==> config.mk <==
export PLATFORM = sky130hd
export DESIGN_NAME = playfair_digraph_encrypt_unit_flat
export DESIGN_NICKNAME = d
export VERILOG_FILES = /design/src/rtl/core/pfe_pkg.sv /design/src/rtl/core/pfe_in_if.sv /design/src/rtl/core/pfe_out_if.sv /design/src/rtl/core/pfe_match.sv /design/src/rtl/core/pfe_locate.sv /design/src/rtl/core/pfe_rule.sv /design/src/rtl/core/pfe_select.sv /design/src/rtl/core/playfair_digraph_encrypt_unit.sv /design/src/flat_wrapper.sv
export VERILOG_INCLUDE_DIRS = /design/src /design/src/rtl/core
export SDC_FILE = /design/constraint.sdc
export NUM_CORES = 1
export LEC_CHECK = 0
export ABC_AREA = 1
export BUFFER_PORTS_ARGS = -buffer_cell sky130_fd_sc_hd__buf_2
export CAP_MARGIN = 20
export CORE_UTILIZATION = 56
export DETAILED_ROUTE_END_ITERATION = 16
export PLACE_DENSITY = 0.73
export RECOVER_POWER = 25
export SLEW_MARGIN = 5
export SYNTH_ARGS = -nofsm -noshare
export SYNTH_HDL_FRONTEND = slang
export SYNTH_SLANG_ARGS = --single-unit
==> constraint.sdc <==
create_clock -name clk -period 3.85 [get_ports clk]
set_clock_uncertainty 0.15 [all_clocks]
set_input_delay 0.77 -clock clk [delete_from_list [all_inputs] [get_ports clk]]
set_output_delay 0.77 -clock clk [all_outputs]
set_load 0.1 [all_outputs]
==> src/rtl/core/playfair_digraph_encrypt_unit_assert.svh <==
// ----------------------------------------------------------------------------
// Playfair digraph encrypt unit: assertion macros
// Concurrent checks that compile away when SYNTHESIS is defined.
// ----------------------------------------------------------------------------
`ifndef PLAYFAIR_DIGRAPH_ENCRYPT_UNIT_ASSERT_SVH
`define PLAYFAIR_DIGRAPH_ENCRYPT_UNIT_ASSERT_SVH

`ifndef SYNTHESIS

// Check prop at every rising edge outside reset.
`define PFE_ASSERT(label, clk, rst_n, prop) \
  label: assert property (@(posedge clk) disable iff (!rst_n) prop) \
    else $error("pfe: assertion failed");

// Check prop at every rising edge, reset included.
`define PFE_ASSERT_ALWAYS(label, clk, prop) \
  label: assert property (@(posedge clk) prop) \
    else $error("pfe: assertion failed");

`else

`define PFE_ASSERT(label, clk, rst_n, prop)
`define PFE_ASSERT_ALWAYS(label, clk, prop)

`endif

`endif

==> src/rtl/core/pfe_pkg.sv <==
`timescale 1ns / 1ps
// ----------------------------------------------------------------------------
// Playfair digraph encrypt package
// Shared widths, register codes, stage payload types and helper functions.
// ----------------------------------------------------------------------------
package pfe_pkg;

  localparam int SIDE   = 5;
  localparam int CELLS  = SIDE * SIDE;
  localparam int CODE_W = 5;
  localparam int POS_W  = 3;
  localparam int IDX_W  = 5;
  localparam int REG_W  = 60;
  localparam int CFG_IDX_W = 2;

  localparam logic [REG_W-1:0]  LOW_RST  = 60'd785332173373971628;
  localparam logic [REG_W-1:0]  MID_RST  = 60'd58057736905188086;
  localparam logic [CODE_W-1:0] LAST_RST = 5'd2;

  typedef enum logic [CFG_IDX_W-1:0] {
    REG_LOW  = 2'd0,
    REG_MID  = 2'd1,
    REG_LAST = 2'd2
  } reg_idx_t;

  typedef logic [CODE_W-1:0] code_t;
  typedef logic [CELLS-1:0][CODE_W-1:0] square_t;
  typedef logic [CELLS-1:0] hit_t;

  typedef struct packed {
    hit_t hit_a;
    hit_t hit_b;
  } match_t;

  typedef struct packed {
    logic             found;
    logic [POS_W-1:0] row;
    logic [POS_W-1:0] col;
  } loc_one_t;

  typedef struct packed {
    loc_one_t a;
    loc_one_t b;
  } loc_t;

  typedef struct packed {
    logic             missing;
    logic [IDX_W-1:0] idx_a;
    logic [IDX_W-1:0] idx_b;
  } pick_t;

  typedef struct packed {
    code_t cipher_first;
    code_t cipher_second;
    logic  letter_missing;
  } res_t;

  // Highest matching cell: highest row with a hit, then highest column in it.
  function automatic loc_one_t locate(input hit_t hit);
    logic [SIDE-1:0] row_hit;
    logic [SIDE-1:0] cols;
    loc_one_t        res;
    res  = '0;
    cols = '0;
    for (int r = 0; r < SIDE; r++) begin
      row_hit[r] = |hit[r*SIDE +: SIDE];
    end
    for (int r = 0; r < SIDE; r++) begin
      if (row_hit[r]) begin
        res.row = POS_W'(r);
        cols    = hit[r*SIDE +: SIDE];
      end
    end
    for (int c = 0; c < SIDE; c++) begin
      if (cols[c]) begin
        res.col = POS_W'(c);
      end
    end
    res.found = |row_hit;
    return res;
  endfunction

  function automatic logic [POS_W-1:0] wrap_inc(input logic [POS_W-1:0] x);
    return (x == POS_W'(SIDE - 1)) ? '0 : x + POS_W'(1);
  endfunction

  function automatic logic [IDX_W-1:0] cell_index(input logic [POS_W-1:0] row,
                                                  input logic [POS_W-1:0] col);
    return IDX_W'(row) * IDX_W'(SIDE) + IDX_W'(col);
  endfunction

endpackage

==> src/rtl/core/pfe_in_if.sv <==
`timescale 1ns / 1ps
// ----------------------------------------------------------------------------
// Playfair input channel
// Valid/ready channel carrying one plaintext digraph per transfer.
// ----------------------------------------------------------------------------
interface pfe_in_if;
  logic          valid;
  logic          ready;
  pfe_pkg::code_t plain_first;
  pfe_pkg::code_t plain_second;

  modport source (output valid, output plain_first, output plain_second, input ready);
  modport sink   (input valid, input plain_first, input plain_second, output ready);
endinterface

==> src/rtl/core/pfe_out_if.sv <==
`timescale 1ns / 1ps
// ----------------------------------------------------------------------------
// Playfair result channel
// Valid/ready channel carrying one ciphertext digraph per transfer.
// ----------------------------------------------------------------------------
interface pfe_out_if;
  logic           valid;
  logic           ready;
  pfe_pkg::code_t cipher_first;
  pfe_pkg::code_t cipher_second;
  logic           letter_missing;

  modport source (output valid, output cipher_first, output cipher_second,
                  output letter_missing, input ready);
  modport sink   (input valid, input cipher_first, input cipher_second,
                  input letter_missing, output ready);
endinterface

==> src/rtl/core/pfe_match.sv <==
`timescale 1ns / 1ps
// ----------------------------------------------------------------------------
// Playfair stage 1: cell compare
// Compares both letters against all 25 key square cells.
// ----------------------------------------------------------------------------
module pfe_match (
  input  logic             clk,
  input  logic             rst_n,
  input  logic             in_vld,
  output logic             in_rdy,
  input  pfe_pkg::code_t   in_first,
  input  pfe_pkg::code_t   in_second,
  input  pfe_pkg::square_t sq,
  output logic             out_vld,
  input  logic             out_rdy,
  output pfe_pkg::match_t  out_data
);

  logic            vld_r;
  pfe_pkg::match_t data_r;
  pfe_pkg::match_t data_nxt;

  always_comb begin
    for (int i = 0; i < pfe_pkg::CELLS; i++) begin
      data_nxt.hit_a[i] = (sq[i] == in_first);
      data_nxt.hit_b[i] = (sq[i] == in_second);
    end
  end

  assign in_rdy   = !vld_r || out_rdy;
  assign out_vld  = vld_r;
  assign out_data = data_r;

  always_ff @(posedge clk) begin
    if (!rst_n) begin
      vld_r <= 1'b0;
    end else if (in_rdy) begin
      vld_r <= in_vld;
    end
  end

  always_ff @(posedge clk) begin
    if (in_rdy && in_vld) begin
      data_r <= data_nxt;
    end
  end

endmodule

==> src/rtl/core/pfe_locate.sv <==
`timescale 1ns / 1ps
// ----------------------------------------------------------------------------
// Playfair stage 2: position encode
// Turns each hit vector into row, column and found flag.
// ----------------------------------------------------------------------------
module pfe_locate (
  input  logic            clk,
  input  logic            rst_n,
  input  logic            in_vld,
  output logic            in_rdy,
  input  pfe_pkg::match_t in_data,
  output logic            out_vld,
  input  logic            out_rdy,
  output pfe_pkg::loc_t   out_data
);

  logic          vld_r;
  pfe_pkg::loc_t data_r;
  pfe_pkg::loc_t data_nxt;

  always_comb begin
    data_nxt.a = pfe_pkg::locate(in_data.hit_a);
    data_nxt.b = pfe_pkg::locate(in_data.hit_b);
  end

  assign in_rdy   = !vld_r || out_rdy;
  assign out_vld  = vld_r;
  assign out_data = data_r;

  always_ff @(posedge clk) begin
    if (!rst_n) begin
      vld_r <= 1'b0;
    end else if (in_rdy) begin
      vld_r <= in_vld;
    end
  end

  always_ff @(posedge clk) begin
    if (in_rdy && in_vld) begin
      data_r <= data_nxt;
    end
  end

endmodule

==> src/rtl/core/pfe_rule.sv <==
`timescale 1ns / 1ps
// ----------------------------------------------------------------------------
// Playfair stage 3: rule apply
// Picks the same-row, same-column or rectangle rule and forms cell indexes.
// ----------------------------------------------------------------------------
module pfe_rule (
  input  logic          clk,
  input  logic          rst_n,
  input  logic          in_vld,
  output logic          in_rdy,
  input  pfe_pkg::loc_t in_data,
  output logic          out_vld,
  input  logic          out_rdy,
  output pfe_pkg::pick_t out_data
);

  logic           vld_r;
  pfe_pkg::pick_t data_r;
  pfe_pkg::pick_t data_nxt;

  always_comb begin
    data_nxt.missing = !(in_data.a.found && in_data.b.found);
    if (in_data.a.row == in_data.b.row) begin
      // same row, identical letters included: step right
      data_nxt.idx_a = pfe_pkg::cell_index(in_data.a.row, pfe_pkg::wrap_inc(in_data.a.col));
      data_nxt.idx_b = pfe_pkg::cell_index(in_data.b.row, pfe_pkg::wrap_inc(in_data.b.col));
    end else if (in_data.a.col == in_data.b.col) begin
      data_nxt.idx_a = pfe_pkg::cell_index(pfe_pkg::wrap_inc(in_data.a.row), in_data.a.col);
      data_nxt.idx_b = pfe_pkg::cell_index(pfe_pkg::wrap_inc(in_data.b.row), in_data.b.col);
    end else begin
      data_nxt.idx_a = pfe_pkg::cell_index(in_data.a.row, in_data.b.col);
      data_nxt.idx_b = pfe_pkg::cell_index(in_data.b.row, in_data.a.col);
    end
  end

  assign in_rdy   = !vld_r || out_rdy;
  assign out_vld  = vld_r;
  assign out_data = data_r;

  always_ff @(posedge clk) begin
    if (!rst_n) begin
      vld_r <= 1'b0;
    end else if (in_rdy) begin
      vld_r <= in_vld;
    end
  end

  always_ff @(posedge clk) begin
    if (in_rdy && in_vld) begin
      data_r <= data_nxt;
    end
  end

endmodule

==> src/rtl/core/pfe_select.sv <==
`timescale 1ns / 1ps
// ----------------------------------------------------------------------------
// Playfair stage 4: letter select
// Reads the cipher letters out of the key square into the output register.
// ----------------------------------------------------------------------------
module pfe_select (
  input  logic             clk,
  input  logic             rst_n,
  input  logic             in_vld,
  output logic             in_rdy,
  input  pfe_pkg::pick_t   in_data,
  input  pfe_pkg::square_t sq,
  output logic             out_vld,
  input  logic             out_rdy,
  output pfe_pkg::res_t    out_data
);

  logic          vld_r;
  pfe_pkg::res_t data_r;
  pfe_pkg::res_t data_nxt;

  always_comb begin
    data_nxt.letter_missing = in_data.missing;
    // force zero letters when either one was not found
    data_nxt.cipher_first  = in_data.missing ? '0 : sq[in_data.idx_a];
    data_nxt.cipher_second = in_data.missing ? '0 : sq[in_data.idx_b];
  end

  assign in_rdy   = !vld_r || out_rdy;
  assign out_vld  = vld_r;
  assign out_data = data_r;

  always_ff @(posedge clk) begin
    if (!rst_n) begin
      vld_r <= 1'b0;
    end else if (in_rdy) begin
      vld_r <= in_vld;
    end
  end

  always_ff @(posedge clk) begin
    if (in_rdy && in_vld) begin
      data_r <= data_nxt;
    end
  end

endmodule

==> src/rtl/core/playfair_digraph_encrypt_unit.sv <==
`timescale 1ns / 1ps
// ----------------------------------------------------------------------------
// Playfair digraph encrypt unit
// Encrypts one letter pair per transfer against a programmable 5x5 key square.
// ----------------------------------------------------------------------------
// Usage:
//   in_ch  : valid/ready sink, one plaintext pair (A=0 .. Z=25) per transfer.
//   out_ch : valid/ready source, the cipher pair plus letter_missing, which is
//            set (with both letters zero) when either letter is not in the square.
//   cfg_*  : write port for the key square; index 0 holds cells 0-11, index 1
//            cells 12-23, index 2 cell 24, five bits per cell, row-major.
//            Write it only while no pair is in flight.
// A pair goes from input transfer to valid result through four
// register stages: compare, position encode, rule apply, letter select.
// Throughput is one pair per cycle while out_ch.ready is high; every stage
// takes a new pair when it is empty or its contents move on in the same cycle.
// Reset clears all stage valid bits and loads the default square
// MFHIK / UNOPQ / ZVWXY / ELARG / DSTBC.
// When the receiver stalls, results hold in place, the pipeline fills up and
// in_ch.ready drops once all four stages are full; nothing is dropped.
// ----------------------------------------------------------------------------
`include "playfair_digraph_encrypt_unit_assert.svh"

module playfair_digraph_encrypt_unit (
  input  logic                                clk,
  input  logic                                rst_n,
  input  logic                                cfg_we,
  input  logic [pfe_pkg::CFG_IDX_W-1:0]       cfg_index,
  input  logic [pfe_pkg::REG_W-1:0]           cfg_wdata,
  pfe_in_if.sink                              in_ch,
  pfe_out_if.source                           out_ch
);

  logic [pfe_pkg::REG_W-1:0] low_r;
  logic [pfe_pkg::REG_W-1:0] mid_r;
  pfe_pkg::code_t            last_r;
  pfe_pkg::square_t          sq;

  logic            s1_vld, s1_rdy;
  logic            s2_vld, s2_rdy;
  logic            s3_vld, s3_rdy;
  pfe_pkg::match_t s1_data;
  pfe_pkg::loc_t   s2_data;
  pfe_pkg::pick_t  s3_data;
  pfe_pkg::res_t   s4_data;

  always_ff @(posedge clk) begin
    if (!rst_n) begin
      low_r  <= pfe_pkg::LOW_RST;
      mid_r  <= pfe_pkg::MID_RST;
      last_r <= pfe_pkg::LAST_RST;
    end else if (cfg_we) begin
      unique case (cfg_index)
        pfe_pkg::REG_LOW:  low_r  <= cfg_wdata;
        pfe_pkg::REG_MID:  mid_r  <= cfg_wdata;
        pfe_pkg::REG_LAST: last_r <= cfg_wdata[pfe_pkg::CODE_W-1:0];
        default: begin
          // drop writes to unused indexes
        end
      endcase
    end
  end

  assign sq = {last_r, mid_r, low_r};

  pfe_match u_match (
    .clk       (clk),
    .rst_n     (rst_n),
    .in_vld    (in_ch.valid),
    .in_rdy    (in_ch.ready),
    .in_first  (in_ch.plain_first),
    .in_second (in_ch.plain_second),
    .sq        (sq),
    .out_vld   (s1_vld),
    .out_rdy   (s1_rdy),
    .out_data  (s1_data)
  );

  pfe_locate u_locate (
    .clk      (clk),
    .rst_n    (rst_n),
    .in_vld   (s1_vld),
    .in_rdy   (s1_rdy),
    .in_data  (s1_data),
    .out_vld  (s2_vld),
    .out_rdy  (s2_rdy),
    .out_data (s2_data)
  );

  pfe_rule u_rule (
    .clk      (clk),
    .rst_n    (rst_n),
    .in_vld   (s2_vld),
    .in_rdy   (s2_rdy),
    .in_data  (s2_data),
    .out_vld  (s3_vld),
    .out_rdy  (s3_rdy),
    .out_data (s3_data)
  );

  pfe_select u_select (
    .clk      (clk),
    .rst_n    (rst_n),
    .in_vld   (s3_vld),
    .in_rdy   (s3_rdy),
    .in_data  (s3_data),
    .sq       (sq),
    .out_vld  (out_ch.valid),
    .out_rdy  (out_ch.ready),
    .out_data (s4_data)
  );

  assign out_ch.cipher_first   = s4_data.cipher_first;
  assign out_ch.cipher_second  = s4_data.cipher_second;
  assign out_ch.letter_missing = s4_data.letter_missing;

  `PFE_ASSERT(a_missing_zero, clk, rst_n, out_ch.valid && out_ch.letter_missing |-> (out_ch.cipher_first == 5'd0) && (out_ch.cipher_second == 5'd0))
  `PFE_ASSERT(a_ready_flows, clk, rst_n, out_ch.ready |-> in_ch.ready)
  `PFE_ASSERT(a_stall_fills, clk, rst_n, !in_ch.ready |-> out_ch.valid && s3_vld && s2_vld && s1_vld)
  `PFE_ASSERT_ALWAYS(a_reset_empty, clk, !rst_n |=> !out_ch.valid && !s1_vld)

endmodule
==> src/flat_wrapper.sv <==
// flat-port wrapper written by rule: the top's interface ports become plain ports
module playfair_digraph_encrypt_unit_flat 
  (clk, rst_n, cfg_we, cfg_index, cfg_wdata, in_ch_valid, in_ch_plain_first, in_ch_plain_second, in_ch_ready, out_ch_valid, out_ch_cipher_first, out_ch_cipher_second, out_ch_letter_missing, out_ch_ready);
  pfe_in_if in_ch_i ();
  pfe_out_if out_ch_i ();
  input  logic clk;
  input  logic rst_n;
  input  logic cfg_we;
  input  logic [pfe_pkg::CFG_IDX_W-1:0] cfg_index;
  input  logic [pfe_pkg::REG_W-1:0] cfg_wdata;
  input wire logic [$bits(in_ch_i.valid)-1:0] in_ch_valid;
  input wire logic [$bits(in_ch_i.plain_first)-1:0] in_ch_plain_first;
  input wire logic [$bits(in_ch_i.plain_second)-1:0] in_ch_plain_second;
  output wire logic [$bits(in_ch_i.ready)-1:0] in_ch_ready;
  output wire logic [$bits(out_ch_i.valid)-1:0] out_ch_valid;
  output wire logic [$bits(out_ch_i.cipher_first)-1:0] out_ch_cipher_first;
  output wire logic [$bits(out_ch_i.cipher_second)-1:0] out_ch_cipher_second;
  output wire logic [$bits(out_ch_i.letter_missing)-1:0] out_ch_letter_missing;
  input wire logic [$bits(out_ch_i.ready)-1:0] out_ch_ready;
  assign in_ch_i.valid = in_ch_valid;
  assign in_ch_i.plain_first = in_ch_plain_first;
  assign in_ch_i.plain_second = in_ch_plain_second;
  assign in_ch_ready = in_ch_i.ready;
  assign out_ch_valid = out_ch_i.valid;
  assign out_ch_cipher_first = out_ch_i.cipher_first;
  assign out_ch_cipher_second = out_ch_i.cipher_second;
  assign out_ch_letter_missing = out_ch_i.letter_missing;
  assign out_ch_i.ready = out_ch_ready;
  playfair_digraph_encrypt_unit u_core (.clk(clk), .rst_n(rst_n), .cfg_we(cfg_we), .cfg_index(cfg_index), .cfg_wdata(cfg_wdata), .in_ch(in_ch_i), .out_ch(out_ch_i));
endmodule
==> results.ini <==
[floorplan]
row_count=57
core_area_sq_mm=0.0245
initial_utilization=0.576
io_pins=90
dieArea_sq_mm=0.0259
die_w_um=161
die_y_um=161

[synth]
synth_edf_count=86
synth_flop_cell=dfxtp_1
ys_ff_latch=215
ys_seq_area_frac=0.365
synthesis.nets=2023
yosysWarnings=0
synth_area_leaders=dfxtp_1 (18%), edfxtp_1 (18%), nand2_1 (9.8%)
syn_inst=1900
synth_top_cell_by_area=dfxtp_1
netlist_area_sq_mm=0.0141
avgSynthCellArea_sq_um=7.44
synth_top_area_share=0.183
synthArstFlopShare=0
yosysUniqueCellTypes=36

[global_route]
grt_pass1_wl_um=79300
grt_pass1_vias=13300
grt_max_degree=84
grt-ovfl-total=0
grt_usage=0.405
antenna_found_initial=0

[final_layout]
area_delta_synth_final_pct=10.2
fin_nets=2070
drive_above_1_share=0.0932
nFillCells=2277
multi_input_area_sq_mm=0.00778
seqCellArea_sq_mm=0.00516
num_antenna_cells=0

[routing]
dr.pass1.iters=6
wl_per_cell_um=23.1
vias=14300
drt_iter0_drc=1912
wirelength_um=52800
route.detailed.drc=0
via_per_inst=6.24
drt.antenna.violating_nets=0

[clocking]
cts_root_buf=clkbuf_16
cts_made_buffers=24
cts_buffer_depth=3
h-tree-depth=1
cts_resized=0
post_cts_buffers=0
cts_tree=done
path_clk_slew_ns=0.06
cts_sinks=215
postCtsHoldBufs=0
clk_latency_ns=0.53

[timing]
relSlewSlack=-0.178
drv_slew=46
rsz0062_at_grt=false
layout_worst_path_cycle_share=0.806
timing.fmax_mhz=322
fin_setup_tns_ns=0
whs_ns=0.317
worstMarginPinSlew_ns=1.77
setup_viol=0
hold_violations=0
fin_crit_ns=3.10

[setup_path]
cp_max_fo=6
arrival_ns=3.24
r2r_end=u_core.u_rule.out_data[9]
r2r_cells=15
required_ns=3.98
r2r_start=u_core.u_locate.out_data[11]
rrSetupSlack_ns=0.75
setup.worst_path.end_class=flop
worstSetupPathType=reg -> reg
start_kind=flop

[placed_design]
place_hpwl_um=39300
io_buffers=89
gp_congestion=1.00

[power]
pwr_density_cell_mw_per_mm2=384
p_leak_nw=6.84
ir_worst_vdd_v=0.000368

[run]
maxCapViolCount=1

[outcome]
violations=max-capacitance violations, max-slew violations
status=complete, but fails checks

[worst_hold_path]
worstHoldEndpoint=u_core.mid_r[30]
whs_path_depth=3
hold_class=in -> reg
hold_start=cfg_wdata[30]

[cells in the mapped netlist, types with 45 or more instances]
| master | instances |
|---|---|
| nand3_1 | 156 |
| edfxtp_1 | 86 |
| a21oi_1 | 134 |
| xor2_1 | 112 |
| dfxtp_1 | 129 |
| nor4_1 | 45 |
| o211ai_1 | 70 |
| nor2_1 | 146 |
| o21ai_0 | 166 |
| clkbuf_1 | 60 |
| inv_1 | 164 |
| xnor2_1 | 47 |
| nand2_1 | 370 |
| buf_2 | 50 |
[critical path, stage by stage, from the launching register on]
cell and delay (ns):
edfxtp_1 0.51, inv_1 0.21, ha_1 0.18, nand2_1 0.06, nand3_1 0.14, inv_1 0.06
ha_1 0.27, ha_1 0.30, ha_1 0.28, a21o_1 0.18, a21oi_1 0.16, nand2_1 0.08
nand2_1 0.06, o21ai_0 0.08, nand2_1 0.07, nand2_1 0.06
[routing by layer]
metal	vias up	global-route usage	routed length [um]
li1	6582	-	-
met1	6649	0.542	20900
met2	891	0.624	23100
met3	153	0.0912	6380
met4	0	0.184	2400
met5	-	0	0
[state kept, by name, summed over array words and instances, names as in the netlist]
signal and count:
u_core.u_select.out_vld 1, u_core.u_match.out_vld 1, u_core.u_locate.out_data 14, u_core.low_r 60
u_core.u_rule.out_data 11, u_core.u_select.out_data 11, u_core.u_match.out_data 50, u_core.u_locate.out_vld 1
u_core.mid_r 60, u_core.u_rule.out_vld 1, u_core.last_r 5
[where the power goes]
part	internal, mW	switching (mW)	total [mW]	leakage, nW
registers	2.49	0.154	2.64	1.90
logic	0.377	0.718	1.10	4.56
clock network	1.31	0.932	2.24	0.379
[layout by cell type, fill, tap and decap left out]
master     synthesis  final
a221oi_1           9      9
nor4_1            45     46
nand4_1           11     11
buf_2             50     86
nor2_1           146    145
clkbuf_4           0      2
o211ai_1          70     70
clkinv_2           0      3
xor2_1           112    112
fa_1               6      6
buf_12             0      1
edfxtp_1          86     86
and3_1            10     10
o22ai_1           23     23
o31ai_1            3      3
o221ai_1           1      1
buf_4              3     46
nor3_1             4      6
clkbuf_1          60      9
xnor2_1           47     47
clkbuf_2           2      3
o2111ai_1         26     26
inv_2              4      3
clkinv_1           4      4
clkbuf_16          0     25
o21ai_0          166    166
a21o_1             2      2
nand2_1          370    370
dfxtp_1          129    129
nand3_1          156    156
a21oi_1          134    134
ha_1              40     40
or2_2              7      7
clkbuf_8           0      6
a31oi_1            2      2
nor2_4             0      1
inv_1            164    165
o21bai_1           2      2
[metrics by stage]
stage	power, mW	setup slack [ns]	area [sq um]	util	cells
CTS	5.94	0.757	15600	0.637	2287
detailed placement	3.74	0.765	14900	0.606	2245
finish	5.98	0.746	15600	0.635	2287
global placement	3.72	0.849	14900	0.606	2245
global route	6.17	0.531	15600	0.635	2287
floorplan	3.36	0.842	14100	-	1900
[cell type report]
cell class / instances / area share
Multi-Input combinational cell: 1395 / 0.499
Sequential cell: 215 / 0.331
Timing Repair Buffer: 139 / 0.0528
Clock buffer: 39 / 0.0479
Inverter: 172 / 0.0414
Tap cell: 324 / 0.0260
Clock inverter: 3 / 0.000964
[how the worst max path moves through the flow]
| stage | start | to |
|---|---|---|
| after CTS | u_core.u_locate.out_data[11] | u_core.u_rule.out_data[9] |
| after global routing | u_core.u_locate.out_data[11] | u_core.u_rule.out_data[9] |
| final | u_core.u_locate.out_data[11] | u_core.u_rule.out_data[9] |
| after global placement | u_core.u_locate.out_data[11] | u_core.u_rule.out_data[9] |
| after floorplan | u_core.u_select.out_vld | u_core.u_match.out_data[0] |
| after detailed placement | u_core.u_locate.out_data[11] | u_core.u_rule.out_data[9] |
[kinds of logic (layout without fill, tap and decap cells)]
| kind of cell | Yosys count | after routing | share of synthesized area |
|---|---|---|---|
| xor gates and xnor gates | 159 | 159 | 0.0985 |
| adders and majority gates | 46 | 46 | 0.0439 |
| DFF | 215 | 215 | 0.365 |
| and+or+nand+nor | 752 | 752 | 0.229 |
| buffers and inverters | 290 | 353 | 0.0824 |
| AOI/OAI and AO/OA | 438 | 438 | 0.180 |
Note: power is estimated with default switching activity, not from simulation.
